File: src/sha256_pkg.sv
// Package for the SHA-256 message hasher: round constants, initial hash and helpers.
// Used by every module of the hasher; depends on nothing.
package sha256_pkg;

    localparam int WordW = 32;
    localparam int IdxW = 3;
    localparam int CountW = 61;
    localparam int QueueDepth = 4;

    localparam logic [7:0] PadByte = 8'h80;

    // One block handed from the front end to the compression engine.
    typedef struct packed {
        logic [511:0] block;
        logic         final_block;
    } blk_item_t;

    function automatic logic [31:0] init_hash(input logic [2:0] i);
        logic [31:0] r;
        case (i)
            3'd0: r = 32'h6a09e667;
            3'd1: r = 32'hbb67ae85;
            3'd2: r = 32'h3c6ef372;
            3'd3: r = 32'ha54ff53a;
            3'd4: r = 32'h510e527f;
            3'd5: r = 32'h9b05688c;
            3'd6: r = 32'h1f83d9ab;
            default: r = 32'h5be0cd19;
        endcase
        return r;
    endfunction

    function automatic logic [31:0] round_k(input logic [5:0] i);
        logic [31:0] r;
        case (i)
            6'd0: r = 32'h428a2f98;  6'd1: r = 32'h71374491;
            6'd2: r = 32'hb5c0fbcf;  6'd3: r = 32'he9b5dba5;
            6'd4: r = 32'h3956c25b;  6'd5: r = 32'h59f111f1;
            6'd6: r = 32'h923f82a4;  6'd7: r = 32'hab1c5ed5;
            6'd8: r = 32'hd807aa98;  6'd9: r = 32'h12835b01;
            6'd10: r = 32'h243185be; 6'd11: r = 32'h550c7dc3;
            6'd12: r = 32'h72be5d74; 6'd13: r = 32'h80deb1fe;
            6'd14: r = 32'h9bdc06a7; 6'd15: r = 32'hc19bf174;
            6'd16: r = 32'he49b69c1; 6'd17: r = 32'hefbe4786;
            6'd18: r = 32'h0fc19dc6; 6'd19: r = 32'h240ca1cc;
            6'd20: r = 32'h2de92c6f; 6'd21: r = 32'h4a7484aa;
            6'd22: r = 32'h5cb0a9dc; 6'd23: r = 32'h76f988da;
            6'd24: r = 32'h983e5152; 6'd25: r = 32'ha831c66d;
            6'd26: r = 32'hb00327c8; 6'd27: r = 32'hbf597fc7;
            6'd28: r = 32'hc6e00bf3; 6'd29: r = 32'hd5a79147;
            6'd30: r = 32'h06ca6351; 6'd31: r = 32'h14292967;
            6'd32: r = 32'h27b70a85; 6'd33: r = 32'h2e1b2138;
            6'd34: r = 32'h4d2c6dfc; 6'd35: r = 32'h53380d13;
            6'd36: r = 32'h650a7354; 6'd37: r = 32'h766a0abb;
            6'd38: r = 32'h81c2c92e; 6'd39: r = 32'h92722c85;
            6'd40: r = 32'ha2bfe8a1; 6'd41: r = 32'ha81a664b;
            6'd42: r = 32'hc24b8b70; 6'd43: r = 32'hc76c51a3;
            6'd44: r = 32'hd192e819; 6'd45: r = 32'hd6990624;
            6'd46: r = 32'hf40e3585; 6'd47: r = 32'h106aa070;
            6'd48: r = 32'h19a4c116; 6'd49: r = 32'h1e376c08;
            6'd50: r = 32'h2748774c; 6'd51: r = 32'h34b0bcb5;
            6'd52: r = 32'h391c0cb3; 6'd53: r = 32'h4ed8aa4a;
            6'd54: r = 32'h5b9cca4f; 6'd55: r = 32'h682e6ff3;
            6'd56: r = 32'h748f82ee; 6'd57: r = 32'h78a5636f;
            6'd58: r = 32'h84c87814; 6'd59: r = 32'h8cc70208;
            6'd60: r = 32'h90befffa; 6'd61: r = 32'ha4506ceb;
            6'd62: r = 32'hbef9a3f7; default: r = 32'hc67178f2;
        endcase
        return r;
    endfunction

    function automatic logic [31:0] rotr(input logic [31:0] x, input int n);
        return (x >> n) | (x << (32 - n));
    endfunction

endpackage

File: src/sha256_queue.sv
// Short block queue between the front end and the compression engine.
// Depends on sha256_pkg for the block item type.
module sha256_queue
    import sha256_pkg::*;
#(
    parameter int Depth = QueueDepth
)
(
    input  logic      clk,
    input  logic      rst_n,
    input  logic      wr_valid,
    output logic      wr_ready,
    input  blk_item_t wr_item,
    output logic      rd_valid,
    input  logic      rd_ready,
    output blk_item_t rd_item
);

    localparam int AW = (Depth > 1) ? $clog2(Depth) : 1;

    blk_item_t        mem [Depth];
    logic [AW-1:0]    wp_reg, rp_reg;
    logic [AW:0]      cnt_reg;
    logic             push, pop;

    assign wr_ready = (cnt_reg != Depth[AW:0]);
    assign rd_valid = (cnt_reg != '0);
    assign push = wr_valid && wr_ready;
    assign pop = rd_valid && rd_ready;
    assign rd_item = mem[rp_reg];

    always_ff @(posedge clk)
    begin
        if (push)
        begin
            mem[wp_reg] <= wr_item;
        end
    end

    always_ff @(posedge clk or negedge rst_n)
    begin
        if (!rst_n)
        begin
            wp_reg <= '0;
            rp_reg <= '0;
            cnt_reg <= '0;
        end
        else
        begin
            if (push)
            begin
                wp_reg <= (wp_reg == AW'(Depth - 1)) ? '0 : wp_reg + 1'b1;
            end
            if (pop)
            begin
                rp_reg <= (rp_reg == AW'(Depth - 1)) ? '0 : rp_reg + 1'b1;
            end
            cnt_reg <= cnt_reg + {{AW{1'b0}}, push} - {{AW{1'b0}}, pop};
        end
    end

endmodule

File: config.mk
export PLATFORM = sky130hd
export DESIGN_NAME = sha256_queue
export DESIGN_NICKNAME = d
export VERILOG_FILES = /design/src/sha256_pkg.sv /design/src/sha256_queue.sv
export SDC_FILE = /design/constraint.sdc
export NUM_CORES = 1
export LEC_CHECK = 0
export ABC_AREA = 1
export BUFFER_PORTS_ARGS = -buffer_cell sky130_fd_sc_hd__buf_2
export CAP_MARGIN = 20
export CORE_AREA = 2 2 399 401
export DETAILED_ROUTE_END_ITERATION = 10
export DIE_AREA = 0 0 401 403
export GPL_ROUTABILITY_DRIVEN = 0
export PLACE_DENSITY_LB_ADDON = 0.12
export SETUP_SLACK_MARGIN = 0.5
export SLEW_MARGIN = 20
export SYNTH_ARGS = -nofsm -noshare
export SYNTH_HDL_FRONTEND = slang
export SYNTH_SLANG_ARGS = --single-unit
File: constraint.sdc
create_clock -name clk -period 36.9 [get_ports clk]
set_input_delay 0 -clock clk [delete_from_list [all_inputs] [get_ports clk]]
set_output_delay 0 -clock clk [all_outputs]
set_load 0.05 [all_outputs]
# After elaboration in Yosys (flattened, before gate mapping)
# Memories as Yosys holds them, arrays and structs flattened.
# Index checks and enable logic that the tools add are counted.
[word_totals]
ram_bits = 2052
mem_count = 1
romBits = 0
inputBits = 517
latchBits = 0
reg_bits = 7
[op_classes]
shifts = 0
magnitude_cmp = 0
n_mux = 4
mul = 0
n_reduce_logical = 3
addsub = 4
n_bitwise = 0
eq_ne = 3
n_div = 0
[mem_list]
columns = ["name", "words", "word_bits", "rd", "rd_clocked_by_memory_dff", "wr", "line_no", "source"]
rows = [
  ["mem", 4, 513, 1, 0, 1, "sha256_queue.sv:21", "blk_item_t mem [Depth];"],
]
[ops]
columns = ["operator", "count"]
rows = [
  ["adder 2 x 1 -> 2 bit (second input constant)", 2],
  ["equality test 2 bit (second input constant)", 2],
  ["two-way mux 2 bit", 2],
  ["adder 3 x 1 -> 3 bit", 1],
  ["!= test 3 bit (second input constant)", 1],
  ["nonzero test 3 bit", 1],
  ["subtractor 3 x 1 -> 3 bit", 1],
  ["logical AND 1 bit", 2],
  ["two-way mux 1 bit", 2],
]

# Depth between registers and ports, before layout
[logic_depth]
depth_word = 4
mapped_depth = 12
mapped_depth_nobuf = 12

# Least setup slack after synthesis
# OpenSTA, ideal clock, no wires.
[synth_path]
kind = "register -> register"
from = "register cnt_reg[1]"
to = "memory mem[0][0] in the netlist's numbering (enable)"
setup_time_ns = 1.404
stages_incl_launch_ff = 5
arrival_time_ns = 22.400
setup_slack_ns = 13.096
synth_period_minus_slack_ns = 23.804
cell_sequence = "dfrtp_1 -> nor2_1 -> nand2_1 -> nand2_1 -> nor2_1"
[synth_between]
elab_chain_cells = 4
[synth_lines]
columns = ["item", "line_no", "source"]
rows = [
  ["from (decl)", "sha256_queue.sv:23", "logic [AW:0] cnt_reg;"],
  ["from (signal assigned)", "sha256_queue.sv:58", "cnt_reg <= cnt_reg + {{AW{1'b0}}, push} - {{AW{1'b0}}, pop};"],
  ["!= test 3 bit", "sha256_queue.sv:26", "assign wr_ready = (cnt_reg != Depth[AW:0]);"],
  ["named net wr_ready", "sha256_queue.sv:12", "output logic wr_ready,"],
  ["logical AND 1 bit", "sha256_queue.sv:28", "assign push = wr_valid && wr_ready;"],
  ["two-way mux 1 bit", "sha256_queue.sv:34", "if (push)"],
  ["two-way mux 1 bit (not written as such)", "sha256_queue.sv:36", "mem[wp_reg] <= wr_item;"],
  ["to (decl)", "sha256_queue.sv:21", ""],
]
# The timed path passes the listed nets, and every way through them passes these cells.

==> results.json <==
{
  "clock_sinks": 2059,
  "r2r.worst_path.cells": 7,
  "fin_tns_setup_ns": 0,
  "path_clk_slew_ns": 0.05,
  "cts_buffers": 207,
  "start_util_pct": 51.5,
  "grt.overflow.total": 0,
  "crit_type": "register to primary output",
  "insertion_delay_ns": 0.82,
  "status": "completed",
  "drive_above_1_share_pct": 16.8,
  "ff2ff_setup_slack_ns": 32.71,
  "netlist_top_cells_area": "edfxtp_1 76%, o211ai_1 9.5%, nand2_1 7.2%",
  "avgViaCountPerCell": 5.10,
  "die-area_um2": 162000,
  "synth_warnings": 0,
  "grt_usage_pct": 24.6,
  "setup_viol": 0,
  "largest_register_ffs": 2052,
  "synthDistinctLibCells": 15,
  "synthCells": 6042,
  "netSwitchingFraction_pct": 45.0,
  "reg2reg_to": "mem[3][380]",
  "crit_chain": "buf_4, buf_4, buf_12, o211ai_1, nand2_1, buf_2",
  "antenna_found_initial": 49,
  "portBuffers": 1031,
  "min_period_ns": 5.19,
  "crit_arrival_ns": 5.19,
  "worstReg2RegStart": "cnt_reg[1]",
  "combPwrFrac_pct": 43.5,
  "avgSynthCellArea_um2": 13.4,
  "min-delay-start": "wr_item[436]",
  "synth-seq-cells": 2059,
  "dp_cells": 8856,
  "worst_slew_pin_slew_ns": 1.16,
  "pre_cts_ws_ns": 32.28,
  "final_antenna_net_count": 0,
  "grt_pass1_wl_um": 304000,
  "leakage_nw": 41.2,
  "detail_route.wl_per_cell_um": 19.8,
  "syn_nets": 6567,
  "critical-path-top-delay-family": "buffers and inverters",
  "syn-cell-area_um2": 81100,
  "dieWidth_um": 401,
  "grt_pass1_vias": 50300,
  "drc": 0,
  "layout_setup_ws_ns": 31.71,
  "critPathRequiredTime_ns": 36.90,
  "slowest_stage": "dfrtp_4",
  "drtIter0Drc": 3421,
  "tritoncts": "done",
  "seq_power_share_pct": 34.5,
  "critical_path_buf_inv_count": 4,
  "final_cells": 10300,
  "min_to": "mem[1][436]",
  "die_h_um": 403,
  "post_cts_buffers": 0,
  "maxCapViolCount": 0,
  "peakVddDrop_mv": 0.0827,
  "vias": 52400,
  "critPathMaxStageDelay_ns": 0.95,
  "dr.pass1.iters": 7,
  "path_max_fanout": 264,
  "worstSetupEndpointType": "primary output",
  "finalHoldViolCount": 0,
  "hpwl_um": 120000,
  "p_int_mw": 5.07,
  "h-tree-depth": 4,
  "crit_top_cell": "buf_4",
  "rsz0062_at_grt": "no",
  "cts_hold_buf": 985,
  "syn_to_final_growth_pct": 28.9,
  "fmax_ghz": 0.193,
  "nets": 8509,
  "hold_depth": 2,
  "netlist.area_leader.share_pct": 76.0,
  "wl_um": 203000,
  "root_buffer": "clkbuf_16",
  "cts_buffer_depth": 3,
  "cp-start-kind": "register",
  "power_switching_mw": 4.14,
  "finalCritPeriodShare_pct": 14.1,
  "maxSlewViolCount": 0,
  "grt_max_degree": 285,
  "ys_seq_area_share_pct": 76.2,
  "hp-class": "input port to register",
  "cts_resized": 0,
  "power_mw": 9.21,
  "fin_skew_ns": 0.0467,
  "powerDensity_nw_per_um2": 88.1,
  "crit_start": "rp_reg[0]",
  "pin_count": 1032,
  "row_count": 146,
  "clockPowerShare_pct": 22.0,
  "coreArea_um2": 157000,
  "max-slew-margin-rel_pct": 22.8,
  "yosysTopAreaCell": "edfxtp_1"
}
-- logic make-up (layout without fill, tap and decap cells) --
family | after synthesis | in the layout | share of synthesized area [%]
other | 0 | 41 | 0
buffers and inverters | 1381 | 3501 | 6.86
DFF | 2059 | 2059 | 76.2
adders and majority gates | 8 | 8 | 0.133
and+or+nand+nor | 1568 | 1568 | 7.27
AOI/OAI and AO/OA | 1026 | 1026 | 9.50
-- cell type report --
class | count | area (um^2)
Sequential cell | 2059 | 61800
Fill cell | 11300 | 53000
Timing Repair Buffer | 2074 | 15700
Multi-Input combinational cell | 2602 | 13700
Clock buffer | 261 | 5460
Inverter | 1040 | 3910
Tap cell | 2072 | 2590
Clock inverter | 126 | 1150
Antenna cell | 41 | 103
-- power groups by stage --
| stage | Combinational [mW] | Sequential [mW] | Clock (mW) |
|---|---|---|---|
| floorplan | 2.87 | 3.61 | 0 |
| global placement | 3.90 | 3.22 | 0 |
| detailed placement | 3.92 | 3.23 | 0 |
| CTS | 4.02 | 3.18 | 2.06 |
| global route | 4.25 | 3.21 | 2.16 |
| finish | 4.00 | 3.18 | 2.02 |
-- cells in the final DEF (no fill, tap or decap) --
master	instances
edfxtp_1	2052
nand2_1	1556
inv_1	1039
buf_2	1031
o211ai_1	1026
dlygate4sd3_1	986
clkbuf_16	210
clkinv_1	61
clkbuf_1	50
diode_2	41
buf_4	39
clkinv_2	31
bufinv_16	16
buf_12	13
ha_1	7
clkinv_8	6
nand3_1	5
dfrtp_1	5
buf_16	5
nor2_4	4
clkinv_16	4
inv_6	4
nor2_1	3
clkinvlp_4	2
clkinv_4	2
dfrtp_4	2
inv_8	1
fa_1	1
clkbuf_8	1
-- cell usage after synthesis, drive strengths merged --
master	count
inv	1040
nor2	7
dfrtp	7
nand3	5
nand2	1556
ha	7
fa	1
clkbuf	41
edfxtp	2052
buf	300
o211ai	1026
-- routing by layer --
layer | GRT usage [%] | vias up | wire length [um]
met3 | 6.56 | 380 | 15000
li1 | - | 25100 | -
met5 | 0 | - | 161
met2 | 40.4 | 1501 | 98700
met4 | 11.1 | 26 | 8630
met1 | 30.8 | 25300 | 80400
-- metrics by stage --
| stage | area [um^2] | utilization (%) | hold slack (ns) |
|---|---|---|---|
| 2_1_floorplan | 81100 | - | -0.296 |
| 3_3_place_gp | 87800 | 55.7 | -0.148 |
| 5_1_grt | 104000 | 66.3 | 0.00780 |
| 3_5_place_dp | 87800 | 55.7 | -0.146 |
| 6_report | 104000 | 66.3 | 0.0623 |
| 4_1_cts | 104000 | 66.2 | 0.00122 |
-- how the worst max path moves through the flow --
stage	to	slack, ns	cells past startpoint
2_1_floorplan	mem[0][0]	13.10	4
3_5_place_dp	rd_item[465]	32.28	6
4_1_cts	rd_item[465]	31.37	6
6_report	rd_item[321]	31.71	6
5_1_grt	rd_item[321]	31.36	6
3_3_place_gp	rd_item[465]	32.37	6
(Power assumes the default switching activity.)
