===== config.mk =====
export PLATFORM = sky130hd
export DESIGN_NAME = sha256_front
export DESIGN_NICKNAME = d
export VERILOG_FILES = /design/src/sha256_pkg.sv /design/src/sha256_front.sv
export SDC_FILE = /design/constraint.sdc
export NUM_CORES = 1
export LEC_CHECK = 0
export BUFFER_PORTS_ARGS = -buffer_cell sky130_fd_sc_hd__buf_2
export CORE_AREA = 2 2 155 309
export DETAILED_ROUTE_END_ITERATION = 10
export DIE_AREA = 0 0 157 311
export PLACE_DENSITY_LB_ADDON = 0.3
export SYNTH_ARGS = -nofsm -noshare
export SYNTH_HDL_FRONTEND = slang
export SYNTH_SLANG_ARGS = --single-unit

===== constraint.sdc =====
create_clock -name clk -period 3.8 [get_ports clk]
set_input_delay 0 -clock clk [delete_from_list [all_inputs] [get_ports clk]]
set_output_delay 0 -clock clk [all_outputs]
set_load 0.005 [all_outputs]

===== src/sha256_pkg.sv =====
// Package for the SHA-256 message hasher: round constants, initial hash and helpers.
// Used by every module of the hasher; depends on nothing.
package sha256_pkg;

    localparam int WordW = 32;
    localparam int IdxW = 3;
    localparam int CountW = 61;
    localparam int QueueDepth = 4;

    localparam logic [7:0] PadByte = 8'h80;

    // One block handed from the front end to the compression engine.
    typedef struct packed {
        logic [511:0] block;
        logic         final_block;
    } blk_item_t;

    function automatic logic [31:0] init_hash(input logic [2:0] i);
        logic [31:0] r;
        case (i)
            3'd0: r = 32'h6a09e667;
            3'd1: r = 32'hbb67ae85;
            3'd2: r = 32'h3c6ef372;
            3'd3: r = 32'ha54ff53a;
            3'd4: r = 32'h510e527f;
            3'd5: r = 32'h9b05688c;
            3'd6: r = 32'h1f83d9ab;
            default: r = 32'h5be0cd19;
        endcase
        return r;
    endfunction

    function automatic logic [31:0] round_k(input logic [5:0] i);
        logic [31:0] r;
        case (i)
            6'd0: r = 32'h428a2f98;  6'd1: r = 32'h71374491;
            6'd2: r = 32'hb5c0fbcf;  6'd3: r = 32'he9b5dba5;
            6'd4: r = 32'h3956c25b;  6'd5: r = 32'h59f111f1;
            6'd6: r = 32'h923f82a4;  6'd7: r = 32'hab1c5ed5;
            6'd8: r = 32'hd807aa98;  6'd9: r = 32'h12835b01;
            6'd10: r = 32'h243185be; 6'd11: r = 32'h550c7dc3;
            6'd12: r = 32'h72be5d74; 6'd13: r = 32'h80deb1fe;
            6'd14: r = 32'h9bdc06a7; 6'd15: r = 32'hc19bf174;
            6'd16: r = 32'he49b69c1; 6'd17: r = 32'hefbe4786;
            6'd18: r = 32'h0fc19dc6; 6'd19: r = 32'h240ca1cc;
            6'd20: r = 32'h2de92c6f; 6'd21: r = 32'h4a7484aa;
            6'd22: r = 32'h5cb0a9dc; 6'd23: r = 32'h76f988da;
            6'd24: r = 32'h983e5152; 6'd25: r = 32'ha831c66d;
            6'd26: r = 32'hb00327c8; 6'd27: r = 32'hbf597fc7;
            6'd28: r = 32'hc6e00bf3; 6'd29: r = 32'hd5a79147;
            6'd30: r = 32'h06ca6351; 6'd31: r = 32'h14292967;
            6'd32: r = 32'h27b70a85; 6'd33: r = 32'h2e1b2138;
            6'd34: r = 32'h4d2c6dfc; 6'd35: r = 32'h53380d13;
            6'd36: r = 32'h650a7354; 6'd37: r = 32'h766a0abb;
            6'd38: r = 32'h81c2c92e; 6'd39: r = 32'h92722c85;
            6'd40: r = 32'ha2bfe8a1; 6'd41: r = 32'ha81a664b;
            6'd42: r = 32'hc24b8b70; 6'd43: r = 32'hc76c51a3;
            6'd44: r = 32'hd192e819; 6'd45: r = 32'hd6990624;
            6'd46: r = 32'hf40e3585; 6'd47: r = 32'h106aa070;
            6'd48: r = 32'h19a4c116; 6'd49: r = 32'h1e376c08;
            6'd50: r = 32'h2748774c; 6'd51: r = 32'h34b0bcb5;
            6'd52: r = 32'h391c0cb3; 6'd53: r = 32'h4ed8aa4a;
            6'd54: r = 32'h5b9cca4f; 6'd55: r = 32'h682e6ff3;
            6'd56: r = 32'h748f82ee; 6'd57: r = 32'h78a5636f;
            6'd58: r = 32'h84c87814; 6'd59: r = 32'h8cc70208;
            6'd60: r = 32'h90befffa; 6'd61: r = 32'ha4506ceb;
            6'd62: r = 32'hbef9a3f7; default: r = 32'hc67178f2;
        endcase
        return r;
    endfunction

    function automatic logic [31:0] rotr(input logic [31:0] x, input int n);
        return (x >> n) | (x << (32 - n));
    endfunction

endpackage


===== src/sha256_front.sv =====
// Front end: packs message bytes into 64-byte blocks, counts length and pads.
// Depends on sha256_pkg; feeds blocks to the block queue.
module sha256_front
    import sha256_pkg::*;
(
    input  logic      clk,
    input  logic      rst_n,
    input  logic      in_valid,
    output logic      in_ready,
    input  logic [7:0] data_byte,
    input  logic      byte_present,
    input  logic      end_of_message,
    output logic      blk_valid,
    input  logic      blk_ready,
    output blk_item_t blk_item
);

    localparam logic [1:0] StIdle = 2'd0;
    localparam logic [1:0] StPad  = 2'd1;
    localparam logic [1:0] StSend = 2'd2;

    logic [1:0]        state_reg, state_next;
    logic [511:0]      buf_reg, buf_next;
    logic [5:0]        pos_reg, pos_next;
    logic [CountW-1:0] count_reg, count_next;
    logic              pend_final_reg, pend_final_next;
    logic              padding_reg, padding_next;
    logic [1:0]        after_reg, after_next;

    logic [7:0]  wr_byte;
    logic        wr_en;
    logic [63:0] bit_len;

    assign in_ready = (state_reg == StIdle);
    assign blk_valid = (state_reg == StSend);
    assign blk_item.block = buf_reg;
    assign blk_item.final_block = pend_final_reg;
    assign bit_len = {count_reg, 3'b000};

    always_comb
    begin
        state_next = state_reg;
        buf_next = buf_reg;
        pos_next = pos_reg;
        count_next = count_reg;
        pend_final_next = pend_final_reg;
        padding_next = padding_reg;
        after_next = after_reg;
        wr_en = 1'b0;
        wr_byte = 8'h00;
        case (state_reg)
            StIdle:
            begin
                if (in_valid)
                begin
                    if (byte_present)
                    begin
                        wr_en = 1'b1;
                        wr_byte = data_byte;
                        count_next = count_reg + 1'b1;
                    end
                    padding_next = end_of_message;
                    // Queue the pad marker after the byte, or at once if no byte came.
                    if (end_of_message && !byte_present)
                    begin
                        wr_en = 1'b1;
                        wr_byte = PadByte;
                        padding_next = 1'b0;
                        state_next = StPad;
                    end
                    if (wr_en && pos_reg == 6'd63)
                    begin
                        pend_final_next = 1'b0;
                        after_next = end_of_message ? StPad : StIdle;
                        if (end_of_message && byte_present)
                        begin
                            padding_next = 1'b1;
                        end
                        state_next = StSend;
                    end
                    else if (end_of_message && byte_present)
                    begin
                        state_next = StPad;
                    end
                end
            end
            StPad:
            begin
                wr_en = 1'b1;
                wr_byte = padding_reg ? PadByte : 8'h00;
                padding_next = 1'b0;
                if (!padding_reg && pos_reg == 6'd56)
                begin
                    wr_en = 1'b0;
                    buf_next[63:0] = bit_len;
                    pend_final_next = 1'b1;
                    after_next = StIdle;
                    state_next = StSend;
                end
                else if (pos_reg == 6'd63)
                begin
                    pend_final_next = 1'b0;
                    after_next = StPad;
                    state_next = StSend;
                end
            end
            StSend:
            begin
                if (blk_ready)
                begin
                    state_next = after_reg;
                    pos_next = 6'd0;
                    if (pend_final_reg)
                    begin
                        count_next = '0;
                    end
                end
            end
            default:
            begin
                state_next = StIdle;
            end
        endcase
        if (wr_en)
        begin
            buf_next[511 - 8*pos_reg -: 8] = wr_byte;
            pos_next = pos_reg + 1'b1;
        end
    end

    always_ff @(posedge clk or negedge rst_n)
    begin
        if (!rst_n)
        begin
            state_reg <= StIdle;
            pos_reg <= '0;
            count_reg <= '0;
            pend_final_reg <= 1'b0;
            padding_reg <= 1'b0;
            after_reg <= StIdle;
        end
        else
        begin
            state_reg <= state_next;
            pos_reg <= pos_next;
            count_reg <= count_next;
            pend_final_reg <= pend_final_next;
            padding_reg <= padding_next;
            after_reg <= after_next;
        end
    end

    always_ff @(posedge clk)
    begin
        buf_reg <= buf_next;
    end

endmodule


# After elaboration in Yosys (flattened, before gate mapping)
# Cells that the tools add are included.
# W data, S select, Z words.
op_classes:
  add_sub_neg: 4
  eq_ne: 11
  n_shift: 2
  n_mux: 48
  n_reduce_logical: 16
ops:
  columns: ["cell", "n"]
  rows:
  - ["$shift A8 B34 Y519 const A", 1]
  - ["$shiftx A8 B34 Y519", 1]
  - ["$bwmux W512", 1]
  - ["$mux W61", 4]
  - ["$mux W64", 3]
  - ["$pmux W61 S2", 1]
  - ["$add A61 B1 Y61 const B", 1]
  - ["$neg A32 Y34", 1]
  - ["$mux W8", 4]
  - ["$mux W2", 11]
  - ["$mux W6", 3]
  - ["$pmux W8 S2", 1]
  - ["$mux W1", 15]
  - ["$eq A6 B6 Y1 const B", 2]
  - ["$sub A9 B9 Y10 const A", 1]
  - ["$ne A2 B1 Y1 const B", 4]
  - ["$reduce_and A4 Y1", 2]
  - ["$reduce_bool A2 Y1", 4]
  - ["$add A6 B1 Y6 const B", 1]
  - ["$pmux W1 S2", 3]
  - ["$pmux W2 S3", 1]
  - ["$reduce_and A5 Y1", 1]
  - ["$logic_and A1 B1 Y1", 4]
  - ["$ne A4 B1 Y1 const B", 1]
  - ["8 further kinds", 10]
word_totals:
  regBits: 585
  inputBits: 14

# Logic depth before layout (Yosys ltp)
depth:
  word_depth: 9
  depth_mapped: 9
  depth_no_buf: 7

# Least setup slack after synthesis
# No wires, ideal clock.
synth_timing:
  path_type: "register to register"
  start: "register pos_reg[0]"
  end: "register buf_reg[88], enable pin"
  arrival_time_ns: 2.297
  required_time_ns: 3.417
  setup_slack_ns: 1.120
  path_stages_with_launch: 8
  path_buffers: 0
  synth_period_minus_slack_ns: 2.680
  path_cell_list: "dfrtp_1 inv_1 ha_1 nand4b_1 o21ai_0 a21oi_1 nand3_1 nor3_1"
synth_between:
  elab_chain_len: 4
synth_rtl:
  columns: ["element", "line_no", "source"]
  rows:
  - ["from (decl)", "sha256_front.sv:24", "logic [5:0] pos_reg, pos_next;"]
  - ["from (signal assigned)", "sha256_front.sv:145", "pos_reg <= pos_next;"]
  - ["$eq A6 B6 Y1", "sha256_front.sv:92", "if (!padding_reg && pos_reg == 6'd56)"]
  - ["$logic_and A1 B1 Y1", "sha256_front.sv:92", null]
  - ["$mux W1", "sha256_front.sv:92", null]
  - ["$pmux W1 S2", "sha256_front.sv:51", "case (state_reg)"]
  - ["to (signal assigned)", "sha256_front.sv:155", "buf_reg <= buf_next;"]
  - ["to (decl)", "sha256_front.sv:23", "logic [511:0] buf_reg, buf_next;"]
# Every way passes these cells.
# A chain may end at the register's enable or synchronous reset.

# Final worst setup path
layout_timing:
  start: "register pos_reg[1]"
  end: "register buf_reg[374], enable pin"
# Same word-level chain as after synthesis.

==> impl_metrics.json <==
{
  "maxCapViolations": 0,
  "start_util_pct": 49.8,
  "fmax_mhz": 325,
  "highest_layer": "met5",
  "n_fill_cell": 3698,
  "period_needed_ns": 3.08,
  "powerDensity_nw_per_um2": 566,
  "rsz0062_at_grt": "no",
  "syn_nets": 1856,
  "dpl_cell_area_um2": 26400,
  "grt_pass1_wl_mm": 110,
  "syn_area_um2": 23100,
  "worst_pin_slew_ns": 1.13,
  "arrival_ns": 3.29,
  "synthCells": 1835,
  "slew_violations": 0,
  "multi_input_area_um2": 6130,
  "final_common_cell": "buf_2",
  "setup_tns_ns": 0,
  "synthTopCellsByArea": "edfxtp_1, dfrtp_1, nor2_1",
  "synth_area_leader_cell": "edfxtp_1",
  "drt.antenna.violating_nets": 0,
  "overflow": 0,
  "r2r_start": "pos_reg[1]",
  "die_h_um": 311,
  "cts_resized": 0,
  "cp_max_fo": 10,
  "power_leakage_nw": 10.3,
  "drc_errors": 0,
  "coreArea_um2": 46400,
  "vias": 17300,
  "drt_iter0_drc": 1722,
  "synthArstFlopShare_pct": 12.3,
  "drt_pass1_iterations": 6,
  "finalHoldViolCount": 0,
  "synth-seq-area-share_pct": 71.6,
  "row_count": 112,
  "route.met3.wl_mm": 7.26,
  "worstHoldStart": "blk_ready",
  "regArea_um2": 16500,
  "fin_worst_skew_ns": 0.0190,
  "cts_buffers": 48,
  "portBuffers": 528,
  "largest_register_ffs": 512,
  "wl_per_cell_um": 25.7,
  "worstSetupEndpointType": "flip-flop",
  "dieArea_um2": 48800,
  "status": "complete, no violations",
  "ir_drop_uv": 384,
  "grt_pass1_vias": 16300,
  "nets": 2368,
  "slew_headroom_pct": 24.9,
  "cp-startpoint": "pos_reg[1]",
  "clkLatencyLatePin_ns": 0.59,
  "num_io_pins": 529,
  "pre_cts_slack_ns": 0.844,
  "syn_area_per_cell_um2": 12.6,
  "antenna_found_initial": 3,
  "cts_buffer_depth": 3,
  "synth_top_area_share_pct": 58.3,
  "drt-met1-wl_mm": 29.1,
  "grt_usage_pct": 31.1,
  "cp_data_required_time_ns": 4.01,
  "cts_tree": "built",
  "diodes": 0,
  "routabilityCongestion": 0.872,
  "fin_area_um2": 28100,
  "grt_max_degree": 101,
  "synth.yosys.warnings": 0,
  "syn2layout_area_growth_pct": 21.8,
  "cts_max_level": 2,
  "drive_gt1_share_pct": 27.9,
  "crit_type": "reg2reg",
  "ys_seq_elements": 584,
  "period_share_pct": 81.0,
  "fin_ws_ns": 0.721,
  "final_cell_mix": "buf_2, edfxtp_1, nor2_1",
  "synthFlopType": "edfxtp_1",
  "synth_cell_types": 52,
  "viasPerCell": 5.76,
  "dr_wl_met2_mm": 37.8,
  "synth-edff-count": 448,
  "die_x_um": 157,
  "setup-violations-final": 0,
  "root_buffer": "clkbuf_16",
  "routed_wl_mm": 77.5,
  "hp-class": "in2reg",
  "crit_path_start_kind": "flip-flop",
  "cts_sinks": 584,
  "path_clk_slew_ns": 0.08,
  "place_hpwl_mm": 56.2
}
## metrics by stage
step / total power, mW / util (%) / instances / hold slack (ns)
after floorplan: 9.38 / - / 1835 / -0.296
after global placement: 10.7 / 57.0 / 2916 / -0.0653
after detailed placement: 10.8 / 57.0 / 2916 / -0.0723
after CTS: 15.9 / 60.6 / 3010 / 0.201
after global routing: 16.4 / 60.6 / 3010 / 0.251
final: 15.9 / 60.6 / 3010 / 0.229
## path summary, 6_finish.rpt
check / endpoint / slack (ns) / cells after the start
setup / recovery: buf_reg[374] / 0.72 / 8
hold / removal: state_reg[1] / 0.23 / 3
max in group asynchronous: count_reg[18] / 2.27 / 4
min in group asynchronous: count_reg[23] / 0.54 / 4
hold reg to reg: buf_reg[2] / 0.48 / 2
setup reg to reg: buf_reg[374] / 0.72 / 8
## power breakdown
group	switching [mW]	internal, mW	leakage (nW)
logic	2.42	0.684	3.88
clock network	2.39	2.86	0.789
registers	0.298	7.27	5.66
## critical path: stages (launching register included)
cell,delay [ns]
dfrtp_1,0.37
inv_1,0.10
ha_1,0.26
nand4b_1,0.19
o21ai_0,0.17
a21oi_1,0.18
buf_4,0.19
nand2_1,0.46
nor2_1,0.78
## cell families after synthesis
group,synth area share [%]
AO/OA/AOI/OAI,2.31
XOR/XNOR,0.948
adder cells (fa/ha/maj),0.379
buffers and inverters,2.07
flip-flops,71.6
multiplexers,5.55
AND/OR/NAND/NOR,17.1
## cell type report
class,instances,area share [%]
Timing Repair Buffer,573,10.7
Inverter,11,0.147
Multi-Input combinational cell,1129,21.8
Sequential cell,584,58.8
Tap cell,627,2.79
Clock inverter,32,1.32
Clock buffer,54,4.43
## what timing repair did
item / in CTS / in global routing
hold buffers: 8 / 0
endpoints found under the setup margin: 0 / 0
setup buffers: 0 / 0
endpoints found under the hold margin: 52 / 0
## per-layer routing
metal  track usage (%)  vias to the layer above
met3              5.99                      173
met1              40.4                     8511
met5                 0                        -
met2              51.3                     1077
met4              12.4                        6
li1                  -                     7570
## synthesized netlist by cell type (all sizes together), types with 2 or more instances
cell type	n
o211ai	2
and4	10
nand2b	12
nand2	136
and2	12
nand4	26
or2	2
dfxtp	64
mux2i	127
nor2	435
nand3	53
or3	19
xnor2	2
and3	16
dfrtp	72
or4	15
a21oi	37
ha	7
o31ai	14
buf	20
edfxtp	448
nand4b	2
nor2b	6
clkbuf	91
o21ai	27
nor4	7
inv	11
a31oi	2
o22ai	3
a21o	2
xor2	23
nor3	121
Note: power is estimated with default switching activity, not from simulation.
